<file path="config.mk">
export PLATFORM = sky130hd
export DESIGN_NAME = modular_matrix_product_core_flat
export DESIGN_NICKNAME = d
export VERILOG_FILES = /design/src/mmp_pkg.sv /design/src/mmp_if.sv /design/src/mmp_sequencer.sv /design/src/mmp_datapath.sv /design/src/modular_matrix_product_core.sv /design/src/flat_wrapper.sv
export SDC_FILE = /design/constraint.sdc
export NUM_CORES = 2
export LEC_CHECK = 0
export BUFFER_PORTS_ARGS = -buffer_cell sky130_fd_sc_hd__buf_2
export CAP_MARGIN = 0
export CORE_UTILIZATION = 35
export CTS_BUF_LIST = sky130_fd_sc_hd__clkbuf_2 sky130_fd_sc_hd__clkbuf_4 sky130_fd_sc_hd__clkbuf_8
export CTS_CLUSTER_SIZE = 30
export DETAILED_ROUTE_END_ITERATION = 12
export HOLD_SLACK_MARGIN = 0.15
export SYNTH_ARGS = -nofsm -noshare
export SYNTH_HDL_FRONTEND = slang
export SYNTH_HIERARCHICAL = 1
export SYNTH_SLANG_ARGS = --single-unit
</file>
<file path="constraint.sdc">
create_clock -name clock -period 4.3 [get_ports clock]
set_input_delay 0.86 -clock clock [delete_from_list [all_inputs] [get_ports clock]]
set_output_delay 0.86 -clock clock [all_outputs]
set_load 0.02 [all_outputs]
</file>
<file path="src/mmp_pkg.sv">
// Shared types, codes and the control program of the modular matrix product core.
`default_nettype none

package mmp_pkg;

   localparam int SIZE_W     = 5;
   localparam int MOD_W      = 9;
   localparam int ACT_W      = 2;
   localparam int IDX_W      = 4;
   localparam int VAL_W      = 8;
   localparam int PROD_W     = 2 * VAL_W;
   localparam int CSR_IDX_W  = 1;
   localparam int CSR_DATA_W = 9;

   localparam logic [ACT_W-1:0] ACT_WRITE_A = 2'd0;
   localparam logic [ACT_W-1:0] ACT_WRITE_B = 2'd1;
   localparam logic [ACT_W-1:0] ACT_READ    = 2'd2;

   localparam logic [CSR_IDX_W-1:0] CSR_SIZE    = 1'b0;
   localparam logic [CSR_IDX_W-1:0] CSR_MODULUS = 1'b1;

   localparam logic [SIZE_W-1:0] SIZE_RESET = 5'd16;
   localparam logic [MOD_W-1:0]  MOD_RESET  = 9'd2;
   localparam logic [MOD_W-1:0]  MOD_MIN    = 9'd1;
   localparam logic [MOD_W-1:0]  MOD_MAX    = 9'd256;

   typedef logic [2:0] step_type;

   localparam step_type STEP_FETCH  = 3'd0;
   localparam step_type STEP_SETUP  = 3'd1;
   localparam step_type STEP_LOOP   = 3'd2;
   localparam step_type STEP_DRAIN1 = 3'd3;
   localparam step_type STEP_DRAIN2 = 3'd4;
   localparam step_type STEP_DIVI   = 3'd5;
   localparam step_type STEP_DIVS   = 3'd6;
   localparam step_type STEP_OUT    = 3'd7;

   typedef enum logic [2:0] {
      COND_ALWAYS,
      COND_READ_ACC,
      COND_IN_RANGE,
      COND_K_LAST,
      COND_DIV_LAST,
      COND_OUT_FREE
   } cond_type;

   typedef struct packed {
      logic     ready;
      logic     acc_clear;
      logic     issue;
      logic     div_init;
      logic     div_step;
      logic     out_load;
      cond_type cond;
      step_type tgt_true;
      step_type tgt_false;
   } ctrl_type;

   typedef struct packed {
      logic read_acc;
      logic in_range;
      logic k_last;
      logic div_last;
      logic out_free;
   } flags_type;

   // control store: one word per step
   function automatic ctrl_type microcode(input step_type step);
      ctrl_type w;
      w = '0;
      w.cond = COND_ALWAYS;
      case (step)
         STEP_FETCH: begin
            w.ready     = 1'b1;
            w.cond      = COND_READ_ACC;
            w.tgt_true  = STEP_SETUP;
            w.tgt_false = STEP_FETCH;
         end
         STEP_SETUP: begin
            w.acc_clear = 1'b1;
            w.cond      = COND_IN_RANGE;
            w.tgt_true  = STEP_LOOP;
            w.tgt_false = STEP_DIVI;
         end
         STEP_LOOP: begin
            w.issue     = 1'b1;
            w.cond      = COND_K_LAST;
            w.tgt_true  = STEP_DRAIN1;
            w.tgt_false = STEP_LOOP;
         end
         STEP_DRAIN1: begin
            w.tgt_true  = STEP_DRAIN2;
            w.tgt_false = STEP_DRAIN2;
         end
         STEP_DRAIN2: begin
            w.tgt_true  = STEP_DIVI;
            w.tgt_false = STEP_DIVI;
         end
         STEP_DIVI: begin
            w.div_init  = 1'b1;
            w.tgt_true  = STEP_DIVS;
            w.tgt_false = STEP_DIVS;
         end
         STEP_DIVS: begin
            w.div_step  = 1'b1;
            w.cond      = COND_DIV_LAST;
            w.tgt_true  = STEP_OUT;
            w.tgt_false = STEP_DIVS;
         end
         STEP_OUT: begin
            w.out_load  = 1'b1;
            w.cond      = COND_OUT_FREE;
            w.tgt_true  = STEP_FETCH;
            w.tgt_false = STEP_OUT;
         end
         default: begin
            w.tgt_true  = STEP_FETCH;
            w.tgt_false = STEP_FETCH;
         end
      endcase
      return w;
   endfunction

endpackage

`default_nettype wire

</file>
<file path="src/mmp_if.sv">
// Request and response channel interfaces of the modular matrix product core.
`default_nettype none

interface mmp_req_if;
   logic                              valid;
   logic                              ready;
   logic [mmp_pkg::ACT_W-1:0]         action;
   logic [mmp_pkg::IDX_W-1:0]         row;
   logic [mmp_pkg::IDX_W-1:0]         col;
   logic [mmp_pkg::VAL_W-1:0]         value;

   modport source (output valid, action, row, col, value, input ready);
   modport sink   (input valid, action, row, col, value, output ready);
endinterface

interface mmp_rsp_if;
   logic                              valid;
   logic                              ready;
   logic [mmp_pkg::VAL_W-1:0]         product;

   modport source (output valid, product, input ready);
   modport sink   (input valid, product, output ready);
endinterface

`default_nettype wire

</file>
<file path="src/mmp_sequencer.sv">
// Step counter and jump logic that walks the control store.
`default_nettype none

module mmp_sequencer (
   input  wire                 clock,
   input  wire                 reset,
   input  mmp_pkg::flags_type  flags,
   output mmp_pkg::ctrl_type   ctrl
);

   mmp_pkg::step_type step_ff;
   mmp_pkg::step_type step_in;
   logic              take;

   assign ctrl = mmp_pkg::microcode(step_ff);

   always_comb begin
      unique case (ctrl.cond)
         mmp_pkg::COND_ALWAYS:   take = 1'b1;
         mmp_pkg::COND_READ_ACC: take = flags.read_acc;
         mmp_pkg::COND_IN_RANGE: take = flags.in_range;
         mmp_pkg::COND_K_LAST:   take = flags.k_last;
         mmp_pkg::COND_DIV_LAST: take = flags.div_last;
         mmp_pkg::COND_OUT_FREE: take = flags.out_free;
         default:                take = 1'b1;
      endcase
      step_in = take ? ctrl.tgt_true : ctrl.tgt_false;
   end

   always_ff @(posedge clock) begin
      if (reset) begin
         step_ff <= mmp_pkg::STEP_FETCH;
      end else begin
         step_ff <= step_in;
      end
   end

endmodule

`default_nettype wire

</file>
<file path="src/mmp_datapath.sv">
// Matrix stores, multiply-accumulate pipe, bit-serial reducer and response register.
`default_nettype none

module mmp_datapath #(
   parameter int MAX_SIZE = 16
) (
   input  wire                             clock,
   input  wire                             reset,
   input  mmp_pkg::ctrl_type               ctrl,
   output mmp_pkg::flags_type              flags,
   input  wire [$clog2(MAX_SIZE+1)-1:0]    n_eff,
   input  wire [mmp_pkg::MOD_W-1:0]        q_eff,
   input  wire                             req_accept,
   input  wire                             req_valid,
   input  wire [mmp_pkg::ACT_W-1:0]        req_action,
   input  wire [mmp_pkg::IDX_W-1:0]        req_row,
   input  wire [mmp_pkg::IDX_W-1:0]        req_col,
   input  wire [mmp_pkg::VAL_W-1:0]        req_value,
   input  wire                             rsp_ready,
   output logic                            rsp_valid,
   output logic [mmp_pkg::VAL_W-1:0]       rsp_product
);

   localparam int DEPTH = MAX_SIZE * MAX_SIZE;
   localparam int AW    = (DEPTH > 1) ? $clog2(DEPTH) : 1;
   localparam int NW    = $clog2(MAX_SIZE + 1);
   localparam int KW    = (MAX_SIZE > 1) ? $clog2(MAX_SIZE) : 1;
   localparam int SW    = mmp_pkg::PROD_W + NW;
   localparam int DCW   = $clog2(SW);

   logic [mmp_pkg::VAL_W-1:0]  mem_a [DEPTH];
   logic [mmp_pkg::VAL_W-1:0]  mem_b [DEPTH];

   logic [mmp_pkg::IDX_W-1:0]  row_ff;
   logic [mmp_pkg::IDX_W-1:0]  col_ff;
   logic [KW-1:0]              k_ff;
   logic [mmp_pkg::VAL_W-1:0]  a_rd_ff;
   logic [mmp_pkg::VAL_W-1:0]  b_rd_ff;
   logic                       rd_vld_ff;
   logic [mmp_pkg::PROD_W-1:0] prod_ff;
   logic                       prod_vld_ff;
   logic [SW-1:0]              acc_ff;
   logic [mmp_pkg::VAL_W-1:0]  rem_ff;
   logic [mmp_pkg::VAL_W-1:0]  rem_in;
   logic [SW-1:0]              sh_ff;
   logic [DCW-1:0]             dcnt_ff;
   logic                       rsp_valid_ff;
   logic [mmp_pkg::VAL_W-1:0]  product_ff;

   logic                       wr_ok;
   logic                       wr_a;
   logic                       wr_b;
   logic [AW-1:0]              wr_addr;
   logic [AW-1:0]              rd_addr_a;
   logic [AW-1:0]              rd_addr_b;
   logic [mmp_pkg::MOD_W-1:0]  trial;
   logic                       out_free;

   assign wr_ok   = req_accept && (int'(req_row) < MAX_SIZE) && (int'(req_col) < MAX_SIZE);
   assign wr_a    = wr_ok && (req_action == mmp_pkg::ACT_WRITE_A);
   assign wr_b    = wr_ok && (req_action == mmp_pkg::ACT_WRITE_B);
   assign wr_addr = AW'(int'(req_row) * MAX_SIZE + int'(req_col));

   // A is walked down column row_ff, B along row col_ff
   assign rd_addr_a = AW'(int'(k_ff) * MAX_SIZE + int'(row_ff));
   assign rd_addr_b = AW'(int'(col_ff) * MAX_SIZE + int'(k_ff));

   // restoring reduction, one dividend bit per step
   assign trial  = {rem_ff, sh_ff[SW-1]};
   assign rem_in = (trial >= q_eff) ? mmp_pkg::VAL_W'(trial - q_eff)
                                    : mmp_pkg::VAL_W'(trial);

   assign out_free = !rsp_valid_ff || rsp_ready;

   always_comb begin
      flags.read_acc = req_valid && ctrl.ready && (req_action == mmp_pkg::ACT_READ);
      flags.in_range = (int'(row_ff) < int'(n_eff)) && (int'(col_ff) < int'(n_eff));
      flags.k_last   = (int'(k_ff) == int'(n_eff) - 1);
      flags.div_last = (dcnt_ff == DCW'(SW - 1));
      flags.out_free = out_free;
   end

   always_ff @(posedge clock) begin
      if (wr_a) begin
         mem_a[wr_addr] <= req_value;
      end
      if (wr_b) begin
         mem_b[wr_addr] <= req_value;
      end
      a_rd_ff <= mem_a[rd_addr_a];
      b_rd_ff <= mem_b[rd_addr_b];
   end

   always_ff @(posedge clock) begin
      if (req_accept) begin
         row_ff <= req_row;
         col_ff <= req_col;
      end
      if (ctrl.acc_clear) begin
         k_ff <= '0;
      end else if (ctrl.issue) begin
         k_ff <= k_ff + KW'(1);
      end
      prod_ff <= mmp_pkg::PROD_W'(a_rd_ff * b_rd_ff);
      if (ctrl.acc_clear) begin
         acc_ff <= '0;
      end else if (prod_vld_ff) begin
         acc_ff <= acc_ff + SW'(prod_ff);
      end
      if (ctrl.div_init) begin
         rem_ff  <= '0;
         sh_ff   <= acc_ff;
         dcnt_ff <= '0;
      end else if (ctrl.div_step) begin
         rem_ff  <= rem_in;
         sh_ff   <= sh_ff << 1;
         dcnt_ff <= dcnt_ff + DCW'(1);
      end
      if (ctrl.out_load && out_free) begin
         product_ff <= rem_ff;
      end
   end

   always_ff @(posedge clock) begin
      if (reset) begin
         rd_vld_ff    <= 1'b0;
         prod_vld_ff  <= 1'b0;
         rsp_valid_ff <= 1'b0;
      end else begin
         rd_vld_ff   <= ctrl.issue;
         prod_vld_ff <= rd_vld_ff;
         if (ctrl.out_load && out_free) begin
            rsp_valid_ff <= 1'b1;
         end else if (rsp_ready) begin
            rsp_valid_ff <= 1'b0;
         end
      end
   end

   assign rsp_valid   = rsp_valid_ff;
   assign rsp_product = product_ff;

endmodule

`default_nettype wire

</file>
<file path="src/modular_matrix_product_core.sv">
// Top level of the modular matrix product core: CSRs, sequencer and datapath.
//
//   channel | dir | handshake    | payload
//   req_if  | in  | valid/ready  | action, row, col, value
//   rsp_if  | out | valid/ready  | product
//   csr     | in  | csr_we       | csr_index, csr_wdata
//
// Write requests are stored without leaving the fetch step. A read streams each k through
// the memory read ports and multiplier into an SW-bit sum, SW = 16 + clog2(MAX_SIZE+1)
// (21 at MAX_SIZE 16), then one bit per cycle through the bit-serial reducer. A read outside
// the size in use skips the k loop. Reset is synchronous and clears the sequencer,
// valid bits and CSRs; matrix stores are not cleared. A stalled response holds in its register
// while the next request is taken; a following read waits in its output step until it frees.
`default_nettype none

module modular_matrix_product_core #(
   parameter int MAX_SIZE = 16
) (
   input  wire                                clock,
   input  wire                                reset,
   mmp_req_if.sink                            req_if,
   mmp_rsp_if.source                          rsp_if,
   input  wire                                csr_we,
   input  wire [mmp_pkg::CSR_IDX_W-1:0]       csr_index,
   input  wire [mmp_pkg::CSR_DATA_W-1:0]      csr_wdata
);

   localparam int NW = $clog2(MAX_SIZE + 1);

   logic [mmp_pkg::SIZE_W-1:0] size_ff;
   logic [mmp_pkg::MOD_W-1:0]  mod_ff;
   logic [NW-1:0]              n_eff;
   logic [mmp_pkg::MOD_W-1:0]  q_eff;
   mmp_pkg::ctrl_type          ctrl;
   mmp_pkg::flags_type         flags;
   logic                       req_accept;

   always_ff @(posedge clock) begin
      if (reset) begin
         size_ff <= mmp_pkg::SIZE_RESET;
         mod_ff  <= mmp_pkg::MOD_RESET;
      end else if (csr_we) begin
         unique case (csr_index)
            mmp_pkg::CSR_SIZE:    size_ff <= csr_wdata[mmp_pkg::SIZE_W-1:0];
            mmp_pkg::CSR_MODULUS: mod_ff  <= csr_wdata[mmp_pkg::MOD_W-1:0];
            default: ;
         endcase
      end
   end

   always_comb begin
      n_eff = (int'(size_ff) > MAX_SIZE) ? NW'(MAX_SIZE) : NW'(size_ff);
      priority if (mod_ff < mmp_pkg::MOD_MIN) begin
         q_eff = mmp_pkg::MOD_MIN;
      end else if (mod_ff > mmp_pkg::MOD_MAX) begin
         q_eff = mmp_pkg::MOD_MAX;
      end else begin
         q_eff = mod_ff;
      end
   end

   assign req_if.ready = ctrl.ready;
   assign req_accept   = req_if.valid && ctrl.ready;

   mmp_sequencer u_seq (
      .clock (clock),
      .reset (reset),
      .flags (flags),
      .ctrl  (ctrl)
   );

   mmp_datapath #(
      .MAX_SIZE (MAX_SIZE)
   ) u_dp (
      .clock       (clock),
      .reset       (reset),
      .ctrl        (ctrl),
      .flags       (flags),
      .n_eff       (n_eff),
      .q_eff       (q_eff),
      .req_accept  (req_accept),
      .req_valid   (req_if.valid),
      .req_action  (req_if.action),
      .req_row     (req_if.row),
      .req_col     (req_if.col),
      .req_value   (req_if.value),
      .rsp_ready   (rsp_if.ready),
      .rsp_valid   (rsp_if.valid),
      .rsp_product (rsp_if.product)
   );

endmodule

`default_nettype wire

</file>
<file path="src/flat_wrapper.sv">
// flat-port wrapper written by rule: the top's interface ports become plain ports
module modular_matrix_product_core_flat 
#(
   parameter int MAX_SIZE = 16
)
  (clock, reset, csr_we, csr_index, csr_wdata, req_if_valid, req_if_action, req_if_row, req_if_col, req_if_value, req_if_ready, rsp_if_valid, rsp_if_product, rsp_if_ready);
  mmp_req_if req_if_i ();
  mmp_rsp_if rsp_if_i ();
  input  wire clock;
  input  wire reset;
  input  wire csr_we;
  input  wire [mmp_pkg::CSR_IDX_W-1:0] csr_index;
  input  wire [mmp_pkg::CSR_DATA_W-1:0] csr_wdata;
  input wire logic [$bits(req_if_i.valid)-1:0] req_if_valid;
  input wire logic [$bits(req_if_i.action)-1:0] req_if_action;
  input wire logic [$bits(req_if_i.row)-1:0] req_if_row;
  input wire logic [$bits(req_if_i.col)-1:0] req_if_col;
  input wire logic [$bits(req_if_i.value)-1:0] req_if_value;
  output wire logic [$bits(req_if_i.ready)-1:0] req_if_ready;
  output wire logic [$bits(rsp_if_i.valid)-1:0] rsp_if_valid;
  output wire logic [$bits(rsp_if_i.product)-1:0] rsp_if_product;
  input wire logic [$bits(rsp_if_i.ready)-1:0] rsp_if_ready;
  assign req_if_i.valid = req_if_valid;
  assign req_if_i.action = req_if_action;
  assign req_if_i.row = req_if_row;
  assign req_if_i.col = req_if_col;
  assign req_if_i.value = req_if_value;
  assign req_if_ready = req_if_i.ready;
  assign rsp_if_valid = rsp_if_i.valid;
  assign rsp_if_product = rsp_if_i.product;
  assign rsp_if_i.ready = rsp_if_ready;
  modular_matrix_product_core #(.MAX_SIZE(MAX_SIZE)) u_core (.clock(clock), .reset(reset), .req_if(req_if_i), .rsp_if(rsp_if_i), .csr_we(csr_we), .csr_index(csr_index), .csr_wdata(csr_wdata));
endmodule
</file>
==> report_table.html <==
<table>
<tr><th>Metric</th><th>Value</th></tr>
<tr><th colspan="2">Final layout</th></tr>
<tr><td>Number of non-filler instances in the completed layout</td><td>15500</td></tr>
<tr><td>Total area of multi-input combinational cells</td><td>37900 µm²</td></tr>
<tr><td>Number of filler instances in the final layout</td><td>41300</td></tr>
<tr><td>Final net count</td><td>8901</td></tr>
<tr><td>Final core utilization</td><td>40.5%</td></tr>
<tr><td>Sequential Area</td><td>126000 µm²</td></tr>
<tr><td>Synthesis-to-layout area growth</td><td>14.9%</td></tr>
<tr><td>Proportion of layout cells with a drive suffix above 1</td><td>31.1%</td></tr>
<tr><td>Post-route cell area</td><td>191000 µm²</td></tr>
<tr><th colspan="2">STA</th></tr>
<tr><td>Final critical delay including setup and external delays</td><td>4.19 ns</td></tr>
<tr><td>Setup Viol. Count Final</td><td>0</td></tr>
<tr><td>Top achievable clock speed</td><td>239 MHz</td></tr>
<tr><td>Number of pins with negative max-slew slack in the final report</td><td>0</td></tr>
<tr><td>RSZ-0062 raised after global routing</td><td>false</td></tr>
<tr><td>Max-slew headroom at the worst pin</td><td>17.1%</td></tr>
<tr><td>Crit path setup slack, layout</td><td>0.112 ns</td></tr>
<tr><td>Worst hold margin</td><td>0.281 ns</td></tr>
<tr><td>Slew @ Worst Pin</td><td>1.24 ns</td></tr>
<tr><td>Maximum clock skew at final layout</td><td>0.0935 ns</td></tr>
<tr><td>Fin crit share</td><td>97.4%</td></tr>
<tr><td>Total count of hold-check failures in the final report</td><td>0</td></tr>
<tr><th colspan="2">Die</th></tr>
<tr><td>Boundary Pins</td><td>43</td></tr>
<tr><td>Die area</td><td>479000 µm²</td></tr>
<tr><td>Horizontal extent of the die</td><td>692 µm</td></tr>
<tr><td>Core region area</td><td>472000 µm²</td></tr>
<tr><td>Initial core utilization</td><td>35.3%</td></tr>
<tr><td>Standard-cell rows</td><td>252</td></tr>
<tr><td>Die Ht</td><td>692 µm</td></tr>
<tr><th colspan="2">GRT</th></tr>
<tr><td>Pin count of the biggest net entering global routing</td><td>170</td></tr>
<tr><td>Total GRT Usage</td><td>17.0%</td></tr>
<tr><td>Number of global-route vias before repair</td><td>86200</td></tr>
<tr><td>Global route total overflow</td><td>0</td></tr>
<tr><td>Initial antenna violation count</td><td>26</td></tr>
<tr><td>Global-route wire length before repair</td><td>602 mm</td></tr>
<tr><th colspan="2">Power and ir drop</th></tr>
<tr><td>LEAKAGE</td><td>59.9 nW</td></tr>
<tr><td>Proportion of total power due to net switching</td><td>28.8%</td></tr>
<tr><td>Switching power summed over all nets</td><td>30.3 mW</td></tr>
<tr><td>Combinational fraction of design power</td><td>24.5%</td></tr>
<tr><td>Share of total power in the clock network</td><td>31.5%</td></tr>
<tr><td>Part of the total power dissipated in sequential elements</td><td>44.0%</td></tr>
<tr><td>Cell area power density</td><td>549 nW/µm²</td></tr>
<tr><td>Maximum VDD drop</td><td>1.27 mV</td></tr>
<tr><td>Internal power of the cells</td><td>74.8 mW</td></tr>
<tr><th colspan="2">Logic synthesis</th></tr>
<tr><td>Mapped cell area</td><td>167000 µm²</td></tr>
<tr><td>Post-Syn Area per Cell</td><td>21.3 µm²</td></tr>
<tr><td>Mapped Nets</td><td>7972</td></tr>
<tr><td>Number of cells produced by synthesis</td><td>7829</td></tr>
<tr><td>Number of warnings reported in the yosys synthesis log</td><td>6</td></tr>
<tr><th colspan="2">Route</th></tr>
<tr><td>Initial DRC count</td><td>8780</td></tr>
<tr><td>Total Wirelength</td><td>416 mm</td></tr>
<tr><td>First drt pass iteration count</td><td>6</td></tr>
<tr><td>Average wire per cell in the routed design</td><td>26.8 µm</td></tr>
<tr><td>ANT nets after route</td><td>0</td></tr>
<tr><td>DRC violations left</td><td>0</td></tr>
<tr><td>Vias</td><td>82500</td></tr>
<tr><td>Via-to-Cell Ratio</td><td>5.31</td></tr>
<tr><th colspan="2">Critical path</th></tr>
<tr><td>CP Cell Sequence</td><td>nand4bb_1, o22ai_1, nor2_1, o21ai_1, a2111oi_1, buf_4, o22ai_1, buf_4, nor3_1</td></tr>
<tr><td>Worst path slowest cell</td><td>sky130_fd_sc_hd__edfxtp_1</td></tr>
<tr><td>WP data required</td><td>5.29 ns</td></tr>
<tr><td>Startpoint kind of the worst setup timing path</td><td>flip-flop</td></tr>
<tr><td>Worst Path Max Fanout</td><td>12</td></tr>
<tr><td>Slack of the worst reg-to-reg path</td><td>0.11 ns</td></tr>
<tr><td>Critical Path End Type</td><td>flip-flop</td></tr>
<tr><td>Critical path class</td><td>reg -&gt; reg</td></tr>
<tr><td>Worst reg2reg path startpoint</td><td>u_core/u_dp/col_ff[1]</td></tr>
<tr><td>Worst EP arrival</td><td>5.18 ns</td></tr>
<tr><td>Highest cell delay on the worst timing path</td><td>0.90 ns</td></tr>
<tr><td>End of the worst register-to-register path</td><td>u_core/u_dp/b_rd_ff[6]</td></tr>
<tr><td>Worst Reg2Reg Path Length in Cells</td><td>9</td></tr>
<tr><th colspan="2">Place</th></tr>
<tr><td>Detailed Place HPWL</td><td>253 mm</td></tr>
<tr><td>Weighted congestion at the end of routability-driven global placement</td><td>0.865</td></tr>
<tr><td>IO Port Bufs</td><td>42</td></tr>
<tr><td>Total instance count after detailed placement</td><td>14300</td></tr>
<tr><td>Setup slack at placement</td><td>-0.240 ns</td></tr>
<tr><td>Instance area at placement</td><td>178000 µm²</td></tr>
<tr><th colspan="2">Clock network</th></tr>
<tr><td>Clock tree from TritonCTS</td><td>done</td></tr>
<tr><td>Count of H-tree levels built during CTS</td><td>6</td></tr>
<tr><td>Clock Tree Buf Depth</td><td>4</td></tr>
<tr><td>Root buffer selected by CTS</td><td>sky130_fd_sc_hd__clkbuf_8</td></tr>
<tr><td>Sink Count</td><td>4223</td></tr>
<tr><td>Total CTS buffers</td><td>665</td></tr>
<tr><td>Clock Pin Slew Worst Setup and Hold Paths</td><td>0.06 ns</td></tr>
<tr><td>Insertion delay of the later-clocked pin in the worst-skew pair</td><td>1.24 ns</td></tr>
<tr><th colspan="2">Flow run</th></tr>
<tr><td>Number of violations of the max-capacitance limit</td><td>0</td></tr>
<tr><th colspan="2">Hold path</th></tr>
<tr><td>Hold path endpoint</td><td>u_core/u_dp/mem_b[54][4]</td></tr>
<tr><td>Hold WC Path Type</td><td>in -&gt; reg</td></tr>
<tr><td>Origin of the worst min-delay path</td><td>req_if_value[4]</td></tr>
<tr><td>Number of cells on the worst hold path</td><td>1</td></tr>
<tr><th colspan="2">Run status</th></tr>
<tr><td>Outcome</td><td>finished clean</td></tr>
</table>
## cell type report
cell class	instances	area share (%)
repair buffers	714	3.37
diodes	14	0.0183
multi-input cells	3056	19.8
flip-flops and latches	4223	65.8
clock buffers	892	5.71
clock inverters	305	1.02
well taps	6223	4.07
inverters	98	0.192
## critical path, delay by kind of cell (launching register included)
kind / cells / cell delay [ns]
AO/OA/AOI/OAI: 4 / 1.34
buffers and inverters: 2 / 0.43
flip-flops: 1 / 0.90
AND/OR/NAND/NOR: 3 / 1.31
## stage by stage
| stage | TNS [ns] | power [mW] |
|---|---|---|
| final | 0 | 105 |
| after global routing | 0 | 110 |
| after CTS | 0 | 106 |
| after detailed placement | -0.240 | 72.8 |
| after global placement | -0.233 | 72.9 |
| after floorplan | 0 | 64.8 |
## power by group through the flow
stage | sequential [mW] | clock (mW) | combinational (mW)
global placement | 47.1 | 0 | 25.7
CTS | 46.3 | 33.9 | 25.8
floorplan | 46.8 | 0 | 18.0
finish | 46.3 | 33.1 | 25.7
detailed placement | 47.2 | 0 | 25.6
global route | 46.3 | 35.5 | 28.0
## worst max path at each step
stage | from | endpoint | slack, ns | cells after the start
after detailed placement | u_core/u_dp/col_ff[0] | u_core/u_dp/b_rd_ff[6] | -0.24 | 10
after global placement | u_core/u_dp/col_ff[0] | u_core/u_dp/b_rd_ff[6] | -0.23 | 10
after global routing | u_core/u_dp/a_rd_ff[3] | u_core/u_dp/prod_ff[15] | 0.002 | 15
after floorplan | u_core/u_dp/a_rd_ff[6] | u_core/u_dp/prod_ff[15] | 0.49 | 15
after CTS | u_core/u_dp/k_ff[0] | u_core/u_dp/b_rd_ff[6] | 0.03 | 9
final | u_core/u_dp/col_ff[1] | u_core/u_dp/b_rd_ff[6] | 0.11 | 9
## state kept, by name, indices dropped and copies added (netlist names), 3 cells and up
register,cells
u_core/u_dp/dcnt_ff,5
u_core/u_dp/mem_b,2048
u_core/u_dp/k_ff,4
u_core/u_dp/row_ff,4
u_core/u_dp/mem_a,2048
u_core/u_dp/rsp_product,8
u_core/u_dp/col_ff,4
u_core/u_dp/b_rd_ff,8
u_core/mod_ff,9
u_core/u_seq/step_ff,3
u_core/u_dp/acc_ff,21
u_core/size_ff,5
u_core/u_dp/rem_ff,8
u_core/u_dp/a_rd_ff,8
u_core/u_dp/sh_ff,21
u_core/u_dp/prod_ff,16
## cell usage in the layout, fill, tap and decap left out, types with 37 or more instances in the layout
| cell | instances |
|---|---|
| sky130_fd_sc_hd__dlygate4sd3_1 | 45 |
| sky130_fd_sc_hd__inv_1 | 98 |
| sky130_fd_sc_hd__a21oi_1 | 71 |
| sky130_fd_sc_hd__mux2_2 | 71 |
| sky130_fd_sc_hd__buf_12 | 80 |
| sky130_fd_sc_hd__nor2_1 | 613 |
| sky130_fd_sc_hd__o221ai_1 | 40 |
| sky130_fd_sc_hd__edfxtp_1 | 4133 |
| sky130_fd_sc_hd__clkinv_2 | 62 |
| sky130_fd_sc_hd__clkbuf_8 | 677 |
| sky130_fd_sc_hd__o22ai_1 | 84 |
| sky130_fd_sc_hd__ha_1 | 72 |
| sky130_fd_sc_hd__nor2b_1 | 40 |
| sky130_fd_sc_hd__mux2i_1 | 289 |
| sky130_fd_sc_hd__mux4_2 | 1090 |
| sky130_fd_sc_hd__nor3_1 | 51 |
| sky130_fd_sc_hd__nand2_1 | 86 |
| sky130_fd_sc_hd__o21ai_0 | 58 |
| sky130_fd_sc_hd__buf_4 | 547 |
| sky130_fd_sc_hd__and2_1 | 52 |
| sky130_fd_sc_hd__clkinv_1 | 181 |
| sky130_fd_sc_hd__a211oi_1 | 37 |
| sky130_fd_sc_hd__clkbuf_4 | 215 |
| sky130_fd_sc_hd__nand3_1 | 50 |
| sky130_fd_sc_hd__fa_1 | 38 |
| sky130_fd_sc_hd__dfxtp_1 | 85 |
## layer usage
| layer | track usage [%] | wire [µm] | up-vias |
|---|---|---|---|
| met5 | 0 | 60 | - |
| met4 | 5.00 | 12200 | 10 |
| met3 | 3.72 | 34000 | 654 |
| met2 | 27.6 | 200000 | 3423 |
| met1 | 22.8 | 169000 | 43900 |
| li1 | - | - | 34500 |
## repair_timing
action,CTS,global route
buffers inserted,2,1
endpoints found under the setup margin,1,5
hold buffers,45,0
hold endpoints to repair,136,0
gates resized for setup,1,3
(Power assumes the default switching activity.)
